File: src/rtl/ccon_pkg.sv
package ccon_pkg;

  localparam int CFG_AW = 1;
  localparam int CFG_DW = 8;

  localparam logic [CFG_AW-1:0] REG_ROWS = 1'd0;
  localparam logic [CFG_AW-1:0] REG_COLS = 1'd1;

  localparam logic [6:0] ROWS_RESET = 7'd30;
  localparam logic [7:0] COLS_RESET = 8'd80;

  localparam logic [7:0] CH_NUL = 8'h00;
  localparam logic [7:0] CH_CR  = 8'h0D;
  localparam logic [7:0] CH_LF  = 8'h0A;
  localparam logic [7:0] CH_BS  = 8'h08;
  localparam logic [7:0] CH_FF  = 8'h0C;
  localparam logic [7:0] CH_SP  = 8'h20;

  localparam int QDEPTH = 2;

  typedef enum logic [2:0] {
    OP_READ,
    OP_NUL,
    OP_CR,
    OP_LF,
    OP_BS,
    OP_FF,
    OP_CHAR
  } op_e;

  typedef struct packed {
    logic       req_type;
    logic [7:0] char_code;
    logic [5:0] read_row;
    logic [6:0] read_col;
  } req_t;

  typedef struct packed {
    logic [6:0] cursor_row;
    logic [6:0] cursor_col;
    logic [7:0] cell_char;
    logic       scrolled;
  } rsp_t;

  typedef struct packed {
    op_e        op;
    logic [7:0] char_code;
    logic [5:0] read_row;
    logic [6:0] read_col;
  } cmd_t;

endpackage

File: src/rtl/ccon_fifo.sv
module ccon_fifo (
  input  logic          clk_i,
  input  logic          rst_ni,
  input  logic          push_i,
  input  ccon_pkg::cmd_t cmd_i,
  input  logic          pop_i,
  output ccon_pkg::cmd_t cmd_o,
  output logic          valid_o,
  output logic          full_o
);
  import ccon_pkg::*;

  localparam int PW = (QDEPTH > 1) ? $clog2(QDEPTH) : 1;
  localparam int NW = $clog2(QDEPTH + 1);

  cmd_t          entry_q [QDEPTH];
  logic [PW-1:0] wr_q, wr_d, rd_q, rd_d;
  logic [NW-1:0] cnt_q, cnt_d;
  logic          do_push, do_pop;

  assign full_o  = (cnt_q == NW'(QDEPTH));
  assign valid_o = (cnt_q != '0);
  assign cmd_o   = entry_q[rd_q];
  assign do_push = push_i && !full_o;
  assign do_pop  = pop_i && valid_o;

  always_comb begin
    wr_d  = wr_q;
    rd_d  = rd_q;
    cnt_d = cnt_q;
    if (do_push) begin
      wr_d = (wr_q == PW'(QDEPTH - 1)) ? '0 : wr_q + PW'(1);
    end
    if (do_pop) begin
      rd_d = (rd_q == PW'(QDEPTH - 1)) ? '0 : rd_q + PW'(1);
    end
    case ({do_push, do_pop})
      2'b10: cnt_d = cnt_q + NW'(1);
      2'b01: cnt_d = cnt_q - NW'(1);
      default: cnt_d = cnt_q;
    endcase
  end

  always_ff @(posedge clk_i or negedge rst_ni) begin
    if (!rst_ni) begin
      wr_q  <= '0;
      rd_q  <= '0;
      cnt_q <= '0;
    end else begin
      wr_q  <= wr_d;
      rd_q  <= rd_d;
      cnt_q <= cnt_d;
    end
  end

  always_ff @(posedge clk_i) begin
    if (do_push) begin
      entry_q[wr_q] <= cmd_i;
    end
  end

endmodule

File: config.mk
export PLATFORM = sky130hd
export DESIGN_NAME = ccon_fifo
export DESIGN_NICKNAME = d
export VERILOG_FILES = /design/src/rtl/ccon_pkg.sv /design/src/rtl/ccon_fifo.sv
export SDC_FILE = /design/constraint.sdc
export NUM_CORES = 1
export LEC_CHECK = 0
export ABC_AREA = 1
export BUFFER_PORTS_ARGS = -buffer_cell sky130_fd_sc_hd__buf_2
export CORE_MARGIN = 2
export CORE_UTILIZATION = 52
export CTS_CLUSTER_DIAMETER = 120
export CTS_CLUSTER_SIZE = 30
export DETAILED_ROUTE_END_ITERATION = 16
export PLACE_DENSITY = 0.85
export SYNTH_ARGS = -nofsm -noshare
export SYNTH_HDL_FRONTEND = slang
export SYNTH_SLANG_ARGS = --single-unit
File: constraint.sdc
create_clock -name clk_i -period 2.6 [get_ports clk_i]
set_clock_uncertainty 0.1 [all_clocks]
set_input_delay 0 -clock clk_i [delete_from_list [all_inputs] [get_ports clk_i]]
set_output_delay 0 -clock clk_i [all_outputs]
set_load 0.1 [all_outputs]
After elaboration in Yosys (flattened, before gate mapping):

Memory sizes are Yosys's and may differ from the RTL's.
Index checks and enable logic that the tools add are counted.
Widths: inputs -> output; s select.

* add/sub/neg operators: 4
* eq/ne operators: 3
* mux-type cells: 5
* reduce and logical (&&, ||, !) cells: 5

Operators by type and width (number)
* $eq 2x2->1 const B: 2
* $mux 1: 4
* $pmux 2 s2: 1
* $reduce_bool 2->1: 2
* $add 1x1->1 const B: 2
* $add 2x1->2 const B: 1
* $eq 2x1->1 const B: 1
* $logic_and 1x1->1: 2
* $sub 2x1->2 const B: 1
* $logic_not 1->1: 1

* flip-flop bits (word level): 4
* bits in writable memories: 48
* input bits: 28
* output and inout port bits: 26
* logic and storage cells: 21
* memories kept: 1

Memory list
* entry_q: depth 2, width 24, rd ports 1, clocked after Yosys merged registers in 0, wr ports 1, line ccon_fifo.sv:16 `cmd_t entry_q [QDEPTH];`

Longest topological paths before layout:

Gate-level depths: netlist of run 1.

* word-level depth: 5
* mapped depth: 10
* mapped depth without buffers: 10

Worst setup path before layout of run 1:

No wires, ideal clock.

* kind: reg2reg
* start point: register cnt_q[0]
* end point: memory entry_q[0][0] in the netlist's numbering (enable)
* setup time: 357 ps
* arrival time: 1706 ps
* required time: 2143 ps
* path slack: 437 ps
* cell stages (with the launch flop): 5
* path buffers: 0
* clock period less this slack: 2163 ps
* path through: dfrtp_1 > nor2_2 > inv_2 > nand3_1 > inv_1

* longest elaborated chain between the ends: 5

RTL lines
* from (decl): line ccon_fifo.sv:18 `logic [NW-1:0] cnt_q, cnt_d;`
* from (signal assigned): line ccon_fifo.sv:52 `cnt_q <= cnt_d;`
* $eq 2x2->1: line ccon_fifo.sv:21 `assign full_o = (cnt_q == NW'(QDEPTH));`
* net full_o: line ccon_fifo.sv:9 `output logic full_o`
* $logic_not 1->1: line ccon_fifo.sv:24 `assign do_push = push_i && !full_o;`
* $logic_and 1x1->1: line ccon_fifo.sv:24
* $mux 1: line ccon_fifo.sv:57 `if (do_push) begin`
* $mux 1 (implied by the code): line ccon_fifo.sv:58 `entry_q[wr_q] <= cmd_i;`
* to (decl): line ccon_fifo.sv:16

The timed path passes the listed nets, and every way through them passes these cells.

==> metrics.md, run 1 <==
| Metric | Value |
|---|---|
| Status | completed |
| Tcrit/Tclk final | 84.8% |
| DRT antenna net count | 0 |
| Area leader, netlist | edfxtp_1 |
| Post-synth top cells | edfxtp_1 (48), nand2_1 (40), nand2_2 (22) |
| RR Startpoint | rd_q$_DFFE_PN0P_ |
| Initial DRC count | 45 |
| Reg2reg end | rd_q$_DFFE_PN0P_ |
| Final setup margin | 0.394 ns |
| Global-route wire length before repair | 6420 um |
| Slew Limit Fails | 0 |
| Placement Setup Slack | 0.709 ns |
| Worst-case clock buffer depth | 2 |
| Drt drc | 0 |
| Filler cell count in the final layout | 276 |
| HP Start | cmd_i[6] |
| FF+latch count, synth | 52 |
| Area Overhead vs Synth | 30.0% |
| Most frequent cell after synthesis | edfxtp_1 |
| Vias in the first global route | 1465 |
| Max transition margin | 37.6% |
| Hold path depth | 2 |
| DIE HEIGHT | 69.4 um |
| Initial antenna violation count | 0 |
| Synth warnings | 0 |
| Tightest Pin Transition | 0.936 ns |
| Die X | a little under 70 um |
| Setup_tns | 0 ns |
| CORE AREA | 0.00406 mm^2 |
| Wirelength, routed | about 4000 um |
| Top Ports | 54 |
| WP data required | 2.50 ns |
| Sequential share of the synthesized area | 69.3% |
| Final hold vios | 0 |
| Number of synthesized flops with an enable pin | 48 |
| Clock Tree Root | clkbuf_8 |
| Area fraction of the dominant cell type after synthesis | between 60% and 70% |
| Crit path DAT | about 2.1 ns |
| CP max FO | 26 |
| CTS tree | built |
| RSZ-0062 raised after global routing | no |
| Fmax | 453 MHz |
| Die Area | 0.00481 mm^2 |
| Crit path time final | 2.21 ns |
| Row cnt | 23 |
| WHS Endpoint | entry_q[0][6]$_DFFE_PP_ |
| H-tree Lvls | 2 |
| Ys flop type | edfxtp_1 |
| WL/cell | 13.7 um |
| Critical path type | reg -> out |
| PortBufs | 53 |
| Worst Reg-to-Reg Cells | 3 |
| Grt total ovfl | 0 |
| Detailed placement HPWL | 2370 um |
| Largest net degree at the start of global routing | 27 |
| Cells after Synth | 157 |
| Max-Cap Viols | 0 |
| Top cells by area, synth | edfxtp_1 (65%), nand2_4 (10%), nand2_1 (6.8%) |
| Vias | 1382 |
| Gr usage total | between 15 and 20% |
| Synth Area per Inst | 14.2 um^2 |
| Min-delay worst type | in -> reg |
| Clk sinks | between 50 and 60 |
| Distinct cell type count after synthesis | 18 |
| DRT Pass-1 Iters | 4 |
| Resize count post-CTS | 0 |
| Total CTS buffers | 5 |
| R2R Setup Slk | 0.90 ns |
| Nets@finish | around 270 |
| Via-to-Cell Ratio | around 4.7 |
| Async S/R FF share, synth | 7.69% |
| Placer Congestion | 0.669 |
| Mapped Area | approximately 0.0022 mm^2 |
| Post-synth net total | roughly 190 |
| Reg clk slew, reported paths | 0.08 ns |
| Share of cells above drive strength 1 | between 40 and 50% |
| Setup crit start kind | flip-flop |
| # setup viols final | 0 |
| Initial Util | 54.8% |
| Worst-Skew Late Latency | 0.30 ns |
| Crit. End Element | output pin |
| Antenna cells | 0 |
[layer usage]
metal  wire (um)  vias up  global-route usage, %  part of all wire, %
met5           0        -                      0                    0
met3         177        9                   5.09                  4.4
met2        2290       36                   34.4                   57
li1            -      686                      -                    -
met4          85        0                   7.41                  2.1
met1        1470      651                   17.9                   36
[layout make-up]
cell class                 count  area [um^2]  share of cell area (%)
clock buffer                   6         72.6                    2.51
clock inverter                 2         35.0                    1.21
inverter                       9         41.3                    1.43
multi-input combinational     91          577                    20.0
sequential                    52         1540                    53.3
timing repair buffer          83          561                    19.4
tap                           50         62.6                    2.16
[sequential cells by signal, indices dropped and copies added (netlist names)]
register	count
wr_q	1
rd_q	1
cnt_q	2
entry_q	48
[worst max-delay path by stage]
| stage | slack (ns) | to | cells past startpoint | from |
|---|---|---|---|---|
| 6_report | 0.39 | cmd_o[5] | 4 | rd_q$_DFFE_PN0P_ |
| 5_1_grt | 0.22 | cmd_o[5] | 4 | rd_q$_DFFE_PN0P_ |
| 4_1_cts | 0.36 | cmd_o[5] | 4 | rd_q$_DFFE_PN0P_ |
| 3_5_place_dp | 0.71 | cmd_o[5] | 4 | rd_q$_DFFE_PN0P_ |
| 3_3_place_gp | 0.75 | cmd_o[11] | 4 | rd_q$_DFFE_PN0P_ |
| 2_1_floorplan | 0.44 | entry_q[0][0]$_DFFE_PP_ | 4 | cnt_q[0]$_DFFE_PN0P_ |
[cells by family (layout without fill, tap and decap cells)]
logic type               Yosys count  count (layout)  share of synthesized area (%)
AND/OR/NAND/NOR                   88              88                           24.5
flip-flops                        52              52                           69.3
buffers and inverters             14             100                           4.84
adder cells (fa/ha/maj)            1               1                          0.563
XOR/XNOR                           1               1                          0.394
AO/OA/AOI/OAI                      1               1                          0.394
[cells in the final DEF (no fill, tap or decap), drive strengths merged]
master | synthesis | routed
inv | 9 | 9
dfrtp | 4 | 4
nand4 | 1 | 1
ha | 1 | 1
o21ai | 1 | 1
buf | 5 | 55
edfxtp | 48 | 48
clkinv | 0 | 1
nand3 | 3 | 3
nand2 | 82 | 82
xnor2 | 1 | 1
clkbuf | 0 | 6
nor2 | 2 | 2
dlygate4sd3 | 0 | 28
bufinv | 0 | 1
[critical path: stages, from the launching register on]
cell	delay [ns]
dfrtp_1	0.74
inv_8	0.45
nand2_1	0.11
nand2_1	0.08
buf_2	0.43
[through the flow]
stage                     utilization [%]  cells  instance area (um^2)  hold slack [ns]
final                                71.2    293                  2890            0.323
after global routing                 71.2    293                  2890            0.321
after CTS                            71.2    293                  2890            0.306
after detailed placement             61.7    257                  2500           -0.285
after global placement               61.7    257                  2500           -0.287
after floorplan                         -    157                  2220           -0.396
[timing repair]
item / in CTS / in global routing
endpoints found under the hold margin: 54 / 0
buffers inserted: 0 / 0
hold buffers: 28 / 0
Power of run 1 is left out: the tool's default activity adds up to more than one toggle a clock period on the data nets, which glitch-free logic cannot reach.
==> inputs of run 2 (changes only) <==
==> constraint.sdc (replaced) <==
create_clock -name clk_i -period 2.2 [get_ports clk_i]
set_clock_uncertainty 0.1 [all_clocks]
set_input_delay 0 -clock clk_i [delete_from_list [all_inputs] [get_ports clk_i]]
set_output_delay 0 -clock clk_i [all_outputs]
set_load 0.1 [all_outputs]
==> run 2 against run 1 <==
Against the previous run:
- count of clock-buffer cells in the layout up 1
- die area did not move
- final cell count rose by 0.34%
- critical path type unchanged
- non-clock buffer count is 1 higher
- flip-flop and latch count is the same
- first-iteration DRC count rose by 29%
- critical path depth stayed put
==> metrics.md, run 2 (same netlist as run 1, synthesis figures left out) <==
| Metric | Value |
|---|---|
| R2R Setup Slk | 0.67 ns (-0.23 ns) |
| # placed instances | 258 (+0.39%) |
| Slew Limit Fails | 0 (unchanged) |
| Initial antenna violation count | 0 (unchanged) |
| GR Util met3 | 3.63% (-1.5 points) |
| Vias in the first global route | 1338 (-8.7%) |
| Detailed placement HPWL | 2500 um (+5.5%) |
| Die Area | 0.00481 mm^2 (unchanged) |
| Tcrit/Tclk final | 89.6% |
| Tightest Pin Transition | 0.578 ns (-0.358 ns) |
| Crit path time final | 1.97 ns |
| Final Cell Area | 0.00292 mm^2 (+0.87%) |
| Cell Area, Placed | 0.00255 mm^2 (+2.1%) |
| Gr usage total | 16.3% (-1.7 points) |
| Critical path type | reg -> out |
| Post-Layout Cell Count | 294 (+0.34%) |
| Flip-flop count of the largest register after layout | 48 (unchanged) |
| Filler cell count in the final layout | 264 (-4.3%) |
| Final hold vios | 0 (unchanged) |
| CORE AREA | 0.00406 mm^2 (unchanged) |
| Worst-case clock buffer depth | 2 (unchanged) |
| Area Overhead vs Synth | 31.1% |
| WHS Endpoint | entry_q[1][11]$_DFFE_PP_ |
| Top Ports | 54 (unchanged) |
| Setup_tns | 0 ns (unchanged) |
| Via-to-Cell Ratio | 4.69 (-0.56%) |
| RSZ-0062 raised after global routing | no |
| Met1 Track Usage GR | 19.2% (+1.4 points) |
| Worst-Skew Late Latency | 0.28 ns (-0.02 ns) |
| GRT busiest layer | met2 |
| Clock Tree Root | clkbuf_8 |
| Nets@finish | 272 (+0.37%) |
| Placement Setup Slack | 0.534 ns (-0.175 ns) |
| Status | completed |
| Global-route wire length before repair | 6000 um (-6.6%) |
| Row cnt | 23 (unchanged) |
| Initial Util | 54.8% (unchanged) |
| HP Start | cmd_i[11] |
| Seq. cell area | 0.00154 mm^2 (unchanged) |
| Area of the multi-input gates | 577 um^2 (unchanged) |
| DRT Pass-1 Iters | 4 (unchanged) |
| Antenna cells | 0 (unchanged) |
| PortBufs | 53 (unchanged) |
| Biggest regs | entry_q: 48 flops, cnt_q: 2 flops |
| Die X | 69.4 um (unchanged) |
| WP data required | 2.10 ns (-0.40 ns) |
| CTS tree | built |
| Commonest cells after routing, fill and taps aside | buf_2 (50), edfxtp_1 (48), nand2_1 (40) |
| RR Startpoint | cnt_q[1]$_DFFE_PN0P_ |
| Crit. End Element | output pin |
| Fmax | 508 MHz |
| Initial DRC count | 58 (+29%) |
| Grt total ovfl | 0 (unchanged) |
| Met2 Resource Use GR | 29.0% (-5.4 points) |
| Total CTS buffers | 5 (unchanged) |
| Top reg by flops | entry_q |
| Reg2reg end | entry_q[0][2]$_DFFE_PP_ |
| Setup crit start kind | flip-flop |
| Placer Congestion | 0.711 (+6.3%) |
| Share of cells above drive strength 1 | 44.7% (-0.60 points) |
| Hold path depth | 2 (unchanged) |
| Vias | 1379 (-0.22%) |
| Clk sinks | 52 (unchanged) |
| Reg clk slew, reported paths | 0.08 ns (about the same) |
| Drt drc | 0 (unchanged) |
| Wirelength, routed | 3760 um (-6.6%) |
| Worst Reg-to-Reg Cells | 6 (+3) |
| Min-delay worst type | in -> reg |
| DIE HEIGHT | 69.4 um (unchanged) |
| Max-Cap Viols | 0 (unchanged) |
| Commonest non-fill, non-tap cell in the layout | buf_2 |
| DRT antenna net count | 0 (unchanged) |
| # setup viols final | 0 (unchanged) |
| Max transition margin | 61.5% (+24 points) |
| H-tree Lvls | 2 (unchanged) |
| Largest net degree at the start of global routing | 26 (-3.7%) |
| Final setup margin | 0.230 ns (-0.164 ns) |
| CP max FO | 15 (-42%) |
| WL/cell | 12.8 um (-6.9%) |
| Crit path DAT | 1.87 ns (-0.24 ns) |
| Setup crit start | rd_q$_DFFE_PN0P_ |
==> run 2: cell types whose count changed in the layout (fill, tap and decap cells not counted), sizes merged <==
cell    previous run  this run
buf               55        56
bufinv             1         0
clkbuf             6         7
==> run 2: worst max-delay path by stage <==
stage | endpoint | slack, ns | cells after the start
final | cmd_o[15] | 0.23 | 4
after CTS | cmd_o[15] | 0.22 | 4
after floorplan | entry_q[0][0]$_DFFE_PP_ | 0.04 | 4
after global routing | cmd_o[15] | 0.11 | 4
after detailed placement | cmd_o[15] | 0.53 | 4
after global placement | cmd_o[17] | 0.55 | 4
==> run 2: critical path, cell delays in order (launching register included) <==
cell and delay, ns:
dfrtp_1 0.72, buf_4 0.29, nand2_1 0.09, nand2_2 0.07, buf_2 0.43
==> run 2: metrics by stage <==
stage / utilization, % / hold slack [ns]
after global placement: 63.0 / -0.286
after floorplan: - / -0.396
final: 71.8 / 0.332
after CTS: 71.8 / 0.329
after detailed placement: 63.0 / -0.285
after global routing: 71.8 / 0.326
==> run 2: cell type report <==
class	count	area share (%)
multi-input cells	91	19.8
flip-flops and latches	52	52.9
clock inverters	1	0.129
clock buffers	7	2.62
repair buffers	84	21.0
inverters	9	1.42
well taps	50	2.15
==> run 2: per-layer routing <==
metal  share of wire [%]  wire length [um]
met1                  39              1460
met2                  54              2040
met3                 5.0               187
met4                 1.9                72
met5                   0                 0
==> run 2: repair_timing <==
item,CTS,global route
hold endpoints to repair,54,0
hold buffers,28,0
resized for setup,0,0
buffers inserted,0,0
Power of run 2 is left out for the same reason.
