<file path="src/rtl/ccon_pkg.sv">
package ccon_pkg;

  localparam int CFG_AW = 1;
  localparam int CFG_DW = 8;

  localparam logic [CFG_AW-1:0] REG_ROWS = 1'd0;
  localparam logic [CFG_AW-1:0] REG_COLS = 1'd1;

  localparam logic [6:0] ROWS_RESET = 7'd30;
  localparam logic [7:0] COLS_RESET = 8'd80;

  localparam logic [7:0] CH_NUL = 8'h00;
  localparam logic [7:0] CH_CR  = 8'h0D;
  localparam logic [7:0] CH_LF  = 8'h0A;
  localparam logic [7:0] CH_BS  = 8'h08;
  localparam logic [7:0] CH_FF  = 8'h0C;
  localparam logic [7:0] CH_SP  = 8'h20;

  localparam int QDEPTH = 2;

  typedef enum logic [2:0] {
    OP_READ,
    OP_NUL,
    OP_CR,
    OP_LF,
    OP_BS,
    OP_FF,
    OP_CHAR
  } op_e;

  typedef struct packed {
    logic       req_type;
    logic [7:0] char_code;
    logic [5:0] read_row;
    logic [6:0] read_col;
  } req_t;

  typedef struct packed {
    logic [6:0] cursor_row;
    logic [6:0] cursor_col;
    logic [7:0] cell_char;
    logic       scrolled;
  } rsp_t;

  typedef struct packed {
    op_e        op;
    logic [7:0] char_code;
    logic [5:0] read_row;
    logic [6:0] read_col;
  } cmd_t;

endpackage

</file>
<file path="src/rtl/ccon_front.sv">
module ccon_front #(
  parameter int MAX_ROWS = 64,
  parameter int MAX_COLS = 128,
  localparam int RW = $clog2(MAX_ROWS + 2),
  localparam int CW = $clog2(MAX_COLS + 1)
) (
  input  logic                          clk_i,
  input  logic                          rst_ni,
  input  logic                          cfg_we_i,
  input  logic [ccon_pkg::CFG_AW-1:0]   cfg_addr_i,
  input  logic [ccon_pkg::CFG_DW-1:0]   cfg_wdata_i,
  input  ccon_pkg::req_t                req_i,
  output ccon_pkg::cmd_t                cmd_o,
  output logic [RW-1:0]                 nr_o,
  output logic [CW-1:0]                 nc_o
);
  import ccon_pkg::*;

  logic [6:0] rows_q;
  logic [7:0] cols_q;

  always_ff @(posedge clk_i or negedge rst_ni) begin
    if (!rst_ni) begin
      rows_q <= ROWS_RESET;
      cols_q <= COLS_RESET;
    end else if (cfg_we_i) begin
      case (cfg_addr_i)
        REG_ROWS: rows_q <= cfg_wdata_i[6:0];
        REG_COLS: cols_q <= cfg_wdata_i[7:0];
        default: ;
      endcase
    end
  end

  // clamp counts into the store
  always_comb begin
    if (rows_q == '0) begin
      nr_o = RW'(1);
    end else if (int'(rows_q) > MAX_ROWS) begin
      nr_o = RW'(MAX_ROWS);
    end else begin
      nr_o = RW'(rows_q);
    end
    if (cols_q == '0) begin
      nc_o = CW'(1);
    end else if (int'(cols_q) > MAX_COLS) begin
      nc_o = CW'(MAX_COLS);
    end else begin
      nc_o = CW'(cols_q);
    end
  end

  // classify the item
  always_comb begin
    cmd_o.char_code = req_i.char_code;
    cmd_o.read_row  = req_i.read_row;
    cmd_o.read_col  = req_i.read_col;
    if (req_i.req_type) begin
      cmd_o.op = OP_READ;
    end else begin
      case (req_i.char_code)
        CH_NUL:  cmd_o.op = OP_NUL;
        CH_CR:   cmd_o.op = OP_CR;
        CH_LF:   cmd_o.op = OP_LF;
        CH_BS:   cmd_o.op = OP_BS;
        CH_FF:   cmd_o.op = OP_FF;
        default: cmd_o.op = OP_CHAR;
      endcase
    end
  end

endmodule

</file>
<file path="config.mk">
export PLATFORM = sky130hd
export DESIGN_NAME = ccon_front
export DESIGN_NICKNAME = d
export VERILOG_FILES = /design/src/rtl/ccon_pkg.sv /design/src/rtl/ccon_front.sv
export SDC_FILE = /design/constraint.sdc
export NUM_CORES = 1
export LEC_CHECK = 0
export BUFFER_PORTS_ARGS = -buffer_cell sky130_fd_sc_hd__buf_2
export CAP_MARGIN = 20
export CELL_PAD_IN_SITES_DETAIL_PLACEMENT = 2
export CELL_PAD_IN_SITES_GLOBAL_PLACEMENT = 2
export CORE_MARGIN = 5
export CORE_UTILIZATION = 21
export CTS_BUF_LIST = sky130_fd_sc_hd__clkbuf_16
export DETAILED_ROUTE_END_ITERATION = 8
export PLACE_DENSITY = 0.77
export SLEW_MARGIN = 20
export SYNTH_ARGS = -nofsm -noshare
export SYNTH_HDL_FRONTEND = slang
export SYNTH_SLANG_ARGS = --single-unit
</file>
<file path="constraint.sdc">
create_clock -name clk_i -period 1.1 [get_ports clk_i]
set_input_delay 0.055 -clock clk_i [delete_from_list [all_inputs] [get_ports clk_i]]
set_output_delay 0.055 -clock clk_i [all_outputs]
set_load 0.02 [all_outputs]
</file>
* Word-level counts from Yosys, hierarchy flattened
Index checks and enable logic that the tools add are counted.
** Cells by class
- Magnitude comparators :: 2
- Equality and inequality tests :: 4
- Multiplexer cells :: 6
- Bitwise logic cells :: 1
- Reductions and logical operators :: 5
** Operators with widths (number)
- == test 8 x 4 -> 1 bit (second input constant) :: 4
- zero test 8 bit :: 2
- 2-to-1 mux 8 bit :: 2
- one-hot mux 3 bit (5 select lines) :: 1
- 2-to-1 mux 7 bit :: 2
- > comparator 8 bit (second input constant) :: 1
- > comparator 7 bit (second input constant) :: 1
- zero test 7 bit :: 1
- AND reduction 2 bit :: 2
- 2-to-1 mux 3 bit :: 1
- inverter 1 bit :: 1
** Storage, ports and cells
- Flip-flop bits (word level) :: 15
- Input port bits :: 34
- Output and inout bits :: 39
- Word-level logic and storage cells :: 20

* Logic depth before layout (Yosys ltp)
Gate-level depths: netlist of run 1.
- Depth in word-level cells :: 3
- Depth in mapped cells :: 3

* Least setup slack after synthesis of run 1
No wires, ideal clock.
- Kind :: register -> output
- Start :: register cols_q[1]
- End :: output port nc_o[0]
- Data arrival time :: 0.993 ns
- Required time :: 1.045 ns
- Setup slack :: 0.052 ns
- Stages on the path, launching flop included :: 4
- Buffers on the path :: 0
- Path through :: dfrtp_1 > nor4_1 > a21oi_1 > nor2_1
** Between the ends
- Cells in the longest elaborated chain, start to end :: 3
** RTL lines
- start: declaration :: line ccon_front.sv:20 : logic [7:0] cols_q;
- start signal: assignment :: line ccon_front.sv:29 : REG_COLS: cols_q <= cfg_wdata_i[7:0];
- > comparator 8 bit :: line ccon_front.sv:46 : end else if (int'(cols_q) > MAX_COLS) begin
- 2-to-1 mux 8 bit :: line ccon_front.sv:46
- 2-to-1 mux 8 bit * :: line ccon_front.sv:44 : if (cols_q == '0) begin
- end: declaration :: line ccon_front.sv:15 : output logic [CW-1:0] nc_o
Mark *: on every way between the ends. The rest lies on a longest branch, timed or not.

* Final worst setup path of run 1
Ends and elaborated chain as after synthesis.

==> summary.md, run 1 <==
| Metric | Value |
|---|---|
| Status | complete, but fails checks |
| Failing checks | setup timing |
| Die width | around 78 microns |
| DPL Wire Length | around 2200 microns |
| Yosys warns | 0 |
| VDD IR max | a little under 0.0009 V |
| CTS clk-pin slew, worst paths | approximately 0.040 ns |
| Grt total ovfl | 0 |
| Vias | approximately 760 |
| Root Buffer | clkbuf_16 |
| Static Leakage | 0.650 nW |
| DIE AREA | just over 6000 sq um |
| DRT antenna net count | 0 |
| Post-Route WL | between 2000 and 3000 microns |
| Worst setup EP type | output port |
| Initial Util | 0.218 |
| Setup TNS | -0.548 ns |
| Core area | about 4400 sq um |
| Setup crit start kind | flip-flop |
| Highest clock rate | around 0.74 GHz |
| Pwr Density | roughly 1600 nW/um^2 |
| Cell variety after synth | 23 |
| Yosys reg bits | 15 |
| NumNets Final | approximately 160 |
| Avg Cell Area, Syn | approximately 11 sq um |
| Drt pass-1 iters | 2 |
| Minimum clock period | roughly 1.3 ns |
| Final non-filler cell total | between 150 and 200 |
| Worst hold path class | input pin to flip-flop |
| Final WS setup | -0.243 ns |
| Required @ worst endpoint | 1.04 ns |
| Final Slew Violations | 0 |
| Fill count | 492 |
| CTS tree | done |
| Sequential fraction of the synthesis area | 0.397 |
| Clk_skew | 0 ns |
| Cell row count | 24 |
| Worst hold slack | between 0.04 and 0.05 ns |
| Met3 wire length | 327 microns |
| Final Power | between 2 and 2.5 mW |
| Max H-tree Level | 1 |
| # setup viols final | 8 |
| CTS sink cnt | 15 |
| TritonCTS buffer count | 3 |
| Layout Utilization | 0.304 |
| CP max FO | 2 |
| Tcrit/Tclk final | 1.22 |
| Arr. time, crit path | 1.29 ns |
| Area Growth Syn to Fin | 39.2% |
| Max cap viols | 0 |
| Share of layout cells above drive strength 1 | 0.744 |
| WS Path Type | flip-flop to output port |
| Starting DRT DRC Count | 4 |
| # diodes | 0 |
| Vias in the first global route | about 880 |
| Die height | 77.7 microns |
| RSZ-0062 raised after global routing | true |
| Largest net degree at the start of global routing | 16 |
| I/O pin cnt | 73 |
| Met1 WL | a little over 900 microns |
| Actual slew at the worst max-slew pin | 0.348 ns |
| Rel. slew slack | 0.768 |
| DR top layer | met4 |
| Initial antenna violation count | 0 |
| Port bufs | 46 |
| Vias per std cell | roughly 4.4 |
| Clk_lat worst skew | between 0.2 and 0.25 ns |
| Drt drc | 0 |
| Placed Cells | 161 |
| Clock buffer depth | 2 |
| First-pass GRT wire length | ~4500 microns |
| Metal2 WL | 1460 microns |
| Synth Cell Area | 963 sq um |
| Final Hold Fails | 0 |
| Syn_nets | approximately 120 |
| Total GRT Usage | 0.0929 |
| Placer Congestion | 0.753 |
| WL/cell | between 15 and 20 microns |
| Syn Inst Count | 87 |
==> cells in the mapped netlist <==
cell / count / area, sq um
a21oi_1: 4 / 20.0
mux2_4: 7 / 105
inv_1: 2 / 7.51
nand4b_1: 1 / 8.76
buf_4: 21 / 158
nand2_2: 1 / 6.26
nor2b_4: 1 / 13.8
nor4_2: 1 / 12.5
nand3b_1: 1 / 7.51
nor4_1: 1 / 6.26
o31ai_1: 1 / 7.51
nor3_1: 1 / 5.00
xor2_1: 1 / 8.76
buf_6: 1 / 11.3
dfrtp_1: 9 / 225
nor2_1: 4 / 15.0
nor2b_1: 11 / 68.8
mux2_2: 8 / 90.1
a31oi_1: 1 / 6.26
and4b_1: 1 / 10.0
o21ai_0: 1 / 5.00
dfstp_2: 6 / 158
clkbuf_1: 2 / 7.51
==> what timing repair did <==
action | 4_1_cts | 5_1_grt
setup buffers | 2 | 5
pin swaps | 7 | 6
hold buffers | 1 | 0
setup endpoints to repair | 10 | 12
gates resized for setup | 17 | 19
hold endpoints to repair | 9 | 0
==> routing by layer <==
layer,vias up,track usage
li1,341,-
met1,359,0.0905
met2,54,0.169
met3,7,0.0382
met4,0,0.0412
met5,-,0
==> kinds of logic (layout without fill, tap and decap cells) <==
kind of cell	Yosys count	in the layout	synth area share
buffers and inverters	26	60	0.191
and+or+nand+nor	23	23	0.160
muxes	15	15	0.203
DFF	15	15	0.397
AOI/OAI and AO/OA	7	7	0.0403
xor gates and xnor gates	1	1	0.00909
==> worst paths after layout <==
check / startpoint / slack [ns] / cells past startpoint / endpoint
hold / removal: cfg_wdata_i[7] / 0.05 / 2 / cols_q[7]
setup reg to reg: cols_q[7] / 0.14 / 2 / cols_q[7]
min in group asynchronous: rst_ni / 0.25 / 2 / rows_q[5]
setup / recovery: cols_q[1] / -0.24 / 4 / nc_o[0]
max in group asynchronous: rst_ni / 0.54 / 2 / cols_q[4]
hold reg to reg: cols_q[0] / 0.51 / 1 / cols_q[0]
==> state kept, by name, summed over array words and instances, names as in the netlist <==
name / cells
cols_q: 8
rows_q: 7
==> cells in the final DEF (no fill, tap or decap), drive strengths merged <==
cell type     n
nand4b        1
nor4          2
buf          53
inv           3
nor3          1
o21ai         1
xor2          1
o31ai         1
dfrtp         9
dfstp         6
nand2         1
nor2          4
a21oi         4
a31oi         1
and4b         1
nor2b        12
mux2         15
nand3b        1
dlygate4sd3   1
clkbuf        3
==> per-stage QoR <==
step           cell area (sq um)  setup WS [ns]
5_1_grt                     1340         -0.323
3_5_place_dp                1080        -0.0608
6_report                    1340         -0.243
3_3_place_gp                1080         0.0569
4_1_cts                     1240         -0.271
2_1_floorplan                963         0.0524
==> worst max-delay path, stage by stage, from the launching register on <==
cell	delay, ns
dfrtp_1	0.38
nor4_2	0.28
a21oi_1	0.10
nor2_1	0.12
buf_4	0.16
==> area by class of cell <==
class / instances / area, sq um / area share
flip-flops and latches: 15 / 385 / 0.287
repair buffers: 54 / 352 / 0.262
clock inverters: 1 / 3.75 / 0.00280
inverters: 2 / 7.51 / 0.00560
well taps: 52 / 65.1 / 0.0485
multi-input cells: 46 / 453 / 0.338
clock buffers: 3 / 75.1 / 0.0560
==> report_power, final <==
part           switching [mW]  internal (mW)  total, mW
clock network           0.210          0.480      0.690
registers              0.0971          0.663      0.760
logic                   0.324          0.379      0.703
Power figures use the tool's default switching activity.
==> run 2: changes to the inputs <==
--- a/config.mk
+++ b/config.mk
@@ -9,6 +9,7 @@
 export CAP_MARGIN = 20
 export CELL_PAD_IN_SITES_DETAIL_PLACEMENT = 2
 export CELL_PAD_IN_SITES_GLOBAL_PLACEMENT = 2
+export CORE_ASPECT_RATIO = 1.25
 export CORE_MARGIN = 5
 export CORE_UTILIZATION = 21
 export CTS_BUF_LIST = sky130_fd_sc_hd__clkbuf_16
==> constraint.sdc (replaced) <==
create_clock -name clk_i -period 1.4 [get_ports clk_i]
set_input_delay 0.07 -clock clk_i [delete_from_list [all_inputs] [get_ports clk_i]]
set_output_delay 0.07 -clock clk_i [all_outputs]
set_load 0.02 [all_outputs]
==> summary.md, run 2 (same netlist as run 1, synthesis figures left out) <==
| Metric | Value |
|---|---|
| Met1 WL | 995 microns (was 935 microns) |
| Vias | 726 (was 761) |
| Post-route cell area | 1200 sq um (was 1340 sq um) |
| Area Growth Syn to Fin | 24.5% (was 39.2%) |
| Root Buffer | clkbuf_16 (unchanged) |
| Drt pass-1 iters | 2 (unchanged) |
| CP max FO | 3 (was 2) |
| Status | completed (was complete, but fails checks) |
| Largest register FFs | 8 (unchanged) |
| NumNets Final | 149 (was 156) |
| Top reg by flops | cols_q (unchanged) |
| Starting DRT DRC Count | 9 (was 4) |
| Max cap viols | 0 (unchanged) |
| Rel. slew slack | 0.771 (was 0.768) |
| # setup viols final | 0 (was 8) |
| Drt drc | 0 (unchanged) |
| Final WS setup | 0.0225 ns (was -0.243 ns) |
| Pwr Density | 1290 nW/um^2 (was 1610 nW/um^2) |
| WS Path Type | flip-flop to output port (unchanged) |
| Largest net degree at the start of global routing | 16 (unchanged) |
| Worst setup EP type | output port (unchanged) |
| Minimum clock period | 1.38 ns |
| Most common cell after layout, fill and taps aside | buf_2 (unchanged) |
| Setup crit start kind | flip-flop (unchanged) |
| Metal2 WL | 1300 microns (was 1460 microns) |
| R2R depth | 1 (was 2) |
| Port bufs | 46 (unchanged) |
| Clk_skew | 0 ns (unchanged) |
| Initial antenna violation count | 0 (unchanged) |
| Required @ worst endpoint | 1.33 ns (was 1.04 ns) |
| Most frequent cells in the layout | 45 x buf_2, 11 x nor2b_1, 9 x dfrtp_1 (was 36 x buf_2, 9 x buf_6, 8 x mux2_2, 8 x buf_4) |
| Multi-input gate area | 415 sq um (was 453 sq um) |
| Placer Congestion | 0.819 (was 0.753) |
| Cell row count | 27 (was 24) |
| Highest clock rate | 0.726 GHz |
| Placed standard-cell area | 1090 sq um (was 1080 sq um) |
| WL/cell | 15.1 microns (was 16.0 microns) |
| Die height | 85.7 microns (was 77.7 microns) |
| Final Power | 1.54 mW (was 2.15 mW) |
| Share of layout cells above drive strength 1 | 0.658 (was 0.744) |
| Worst hold slack | 0.0670 ns (was 0.0481 ns) |
| # diodes | 0 (unchanged) |
| DRT antenna net count | 0 (unchanged) |
| Static Leakage | 0.576 nW (was 0.650 nW) |
| Layout Utilization | 0.271 (was 0.304) |
| Clk_lat worst skew | 0.24 ns (about the same) |
| Reg2reg start | cols_q[7] (unchanged) |
| Sequential cell area | 383 sq um (was 385 sq um) |
| RSZ-0062 raised after global routing | true (unchanged) |
| Hold Path Sink | cols_q[7] (unchanged) |
| Placed Cells | 167 (was 161) |
| Setup TNS | 0 ns (was -0.548 ns) |
| VDD IR max | 0.000406 V (was 0.000870 V) |
| Worst hold path depth | 2 (unchanged) |
| CTS tree | done (unchanged) |
| TritonCTS buffer count | 3 (unchanged) |
| Die width | 70.6 microns (was 77.7 microns) |
| Met3 wire length | 225 microns (was 327 microns) |
| DR top layer | met4 (unchanged) |
| CTS sink cnt | 15 (unchanged) |
| Final Slew Violations | 0 (unchanged) |
| Post-Route WL | 2600 microns (was 2770 microns) |
| DIE AREA | 6050 sq um (was 6040 sq um) |
| Grt total ovfl | 0 (unchanged) |
| I/O pin cnt | 73 (unchanged) |
| First-pass GRT wire length | 3890 microns (was 4460 microns) |
| CTS clk-pin slew, worst paths | 0.04 ns (about the same) |
| Reg-to-reg setup timing slack | 0.51 ns (was 0.14 ns) |
| Vias in the first global route | 813 (was 884) |
| Total GRT Usage | 0.0825 (was 0.0929) |
| Fill count | 500 (was 492) |
| Largest registers | cols_q x8, rows_q x7 (unchanged) |
| Worst hold path class | input pin to flip-flop (unchanged) |
| Actual slew at the worst max-slew pin | 0.344 ns (was 0.348 ns) |
| Pre-CTS WS | 0.200 ns (was -0.0608 ns) |
| Max H-tree Level | 1 (unchanged) |
| Reg2Reg Capture Point | cols_q[7] (unchanged) |
| Arr. time, crit path | 1.31 ns (was 1.29 ns) |
| DPL Wire Length | 2140 microns (was 2180 microns) |
| Final Hold Fails | 0 (unchanged) |
| Initial Util | 0.218 (about the same) |
| Clock buffer depth | 2 (unchanged) |
| Tcrit/Tclk final | 0.984 |
| Vias per std cell | 4.22 (was 4.40) |
| Worst Min Path Start | cfg_wdata_i[7] (unchanged) |
| Core area | 4430 sq um (was 4410 sq um) |
| Final non-filler cell total | 172 (was 173) |
-- run 2: timing repair --
item	in CTS	in global routing
endpoints found under the hold margin	9	0
pin swaps	1	2
setup buffers	0	0
hold buffers	1	0
gates resized for setup	2	2
setup endpoints to repair	1	1
-- run 2: power by group --
| group | leakage (nW) | switching [mW] | internal [mW] |
|---|---|---|---|
| Sequential | 0.169 | 0.0699 | 0.519 |
| Clock | 0.0423 | 0.161 | 0.377 |
| Combinational | 0.365 | 0.225 | 0.193 |
-- run 2: how the worst max path moves through the flow --
stage                         end  slack [ns]      start  cells after the start
after floorplan           nc_o[0]        0.34  cols_q[1]                      3
after global placement    nc_o[0]        0.37  cols_q[1]                      4
after detailed placement  nc_o[0]        0.20  cols_q[3]                      4
after CTS                 nc_o[0]      0.0005  cols_q[5]                      4
after global routing      nc_o[0]       -0.07  cols_q[1]                      4
final                     nc_o[0]        0.02  cols_q[1]                      4
-- run 2: worst max-delay path, stage by stage (launching register included) --
cell and delay [ns]:
dfrtp_1 0.41, nor4_4 0.31, a21oi_2 0.08, nor2_1 0.11
buf_4 0.15
-- run 2: routing by layer --
layer | GRT usage | up-vias
li1 | - | 327
met1 | 0.0882 | 342
met2 | 0.147 | 44
met3 | 0.0223 | 13
met4 | 0.0427 | 0
met5 | 0 | -
-- run 2: area by class of cell --
type	count	share of cell area
Clock inverter	1	0.00313
Sequential cell	15	0.319
Multi-Input combinational cell	46	0.346
Inverter	2	0.00626
Tap cell	58	0.0605
Clock buffer	3	0.0626
Timing Repair Buffer	47	0.202
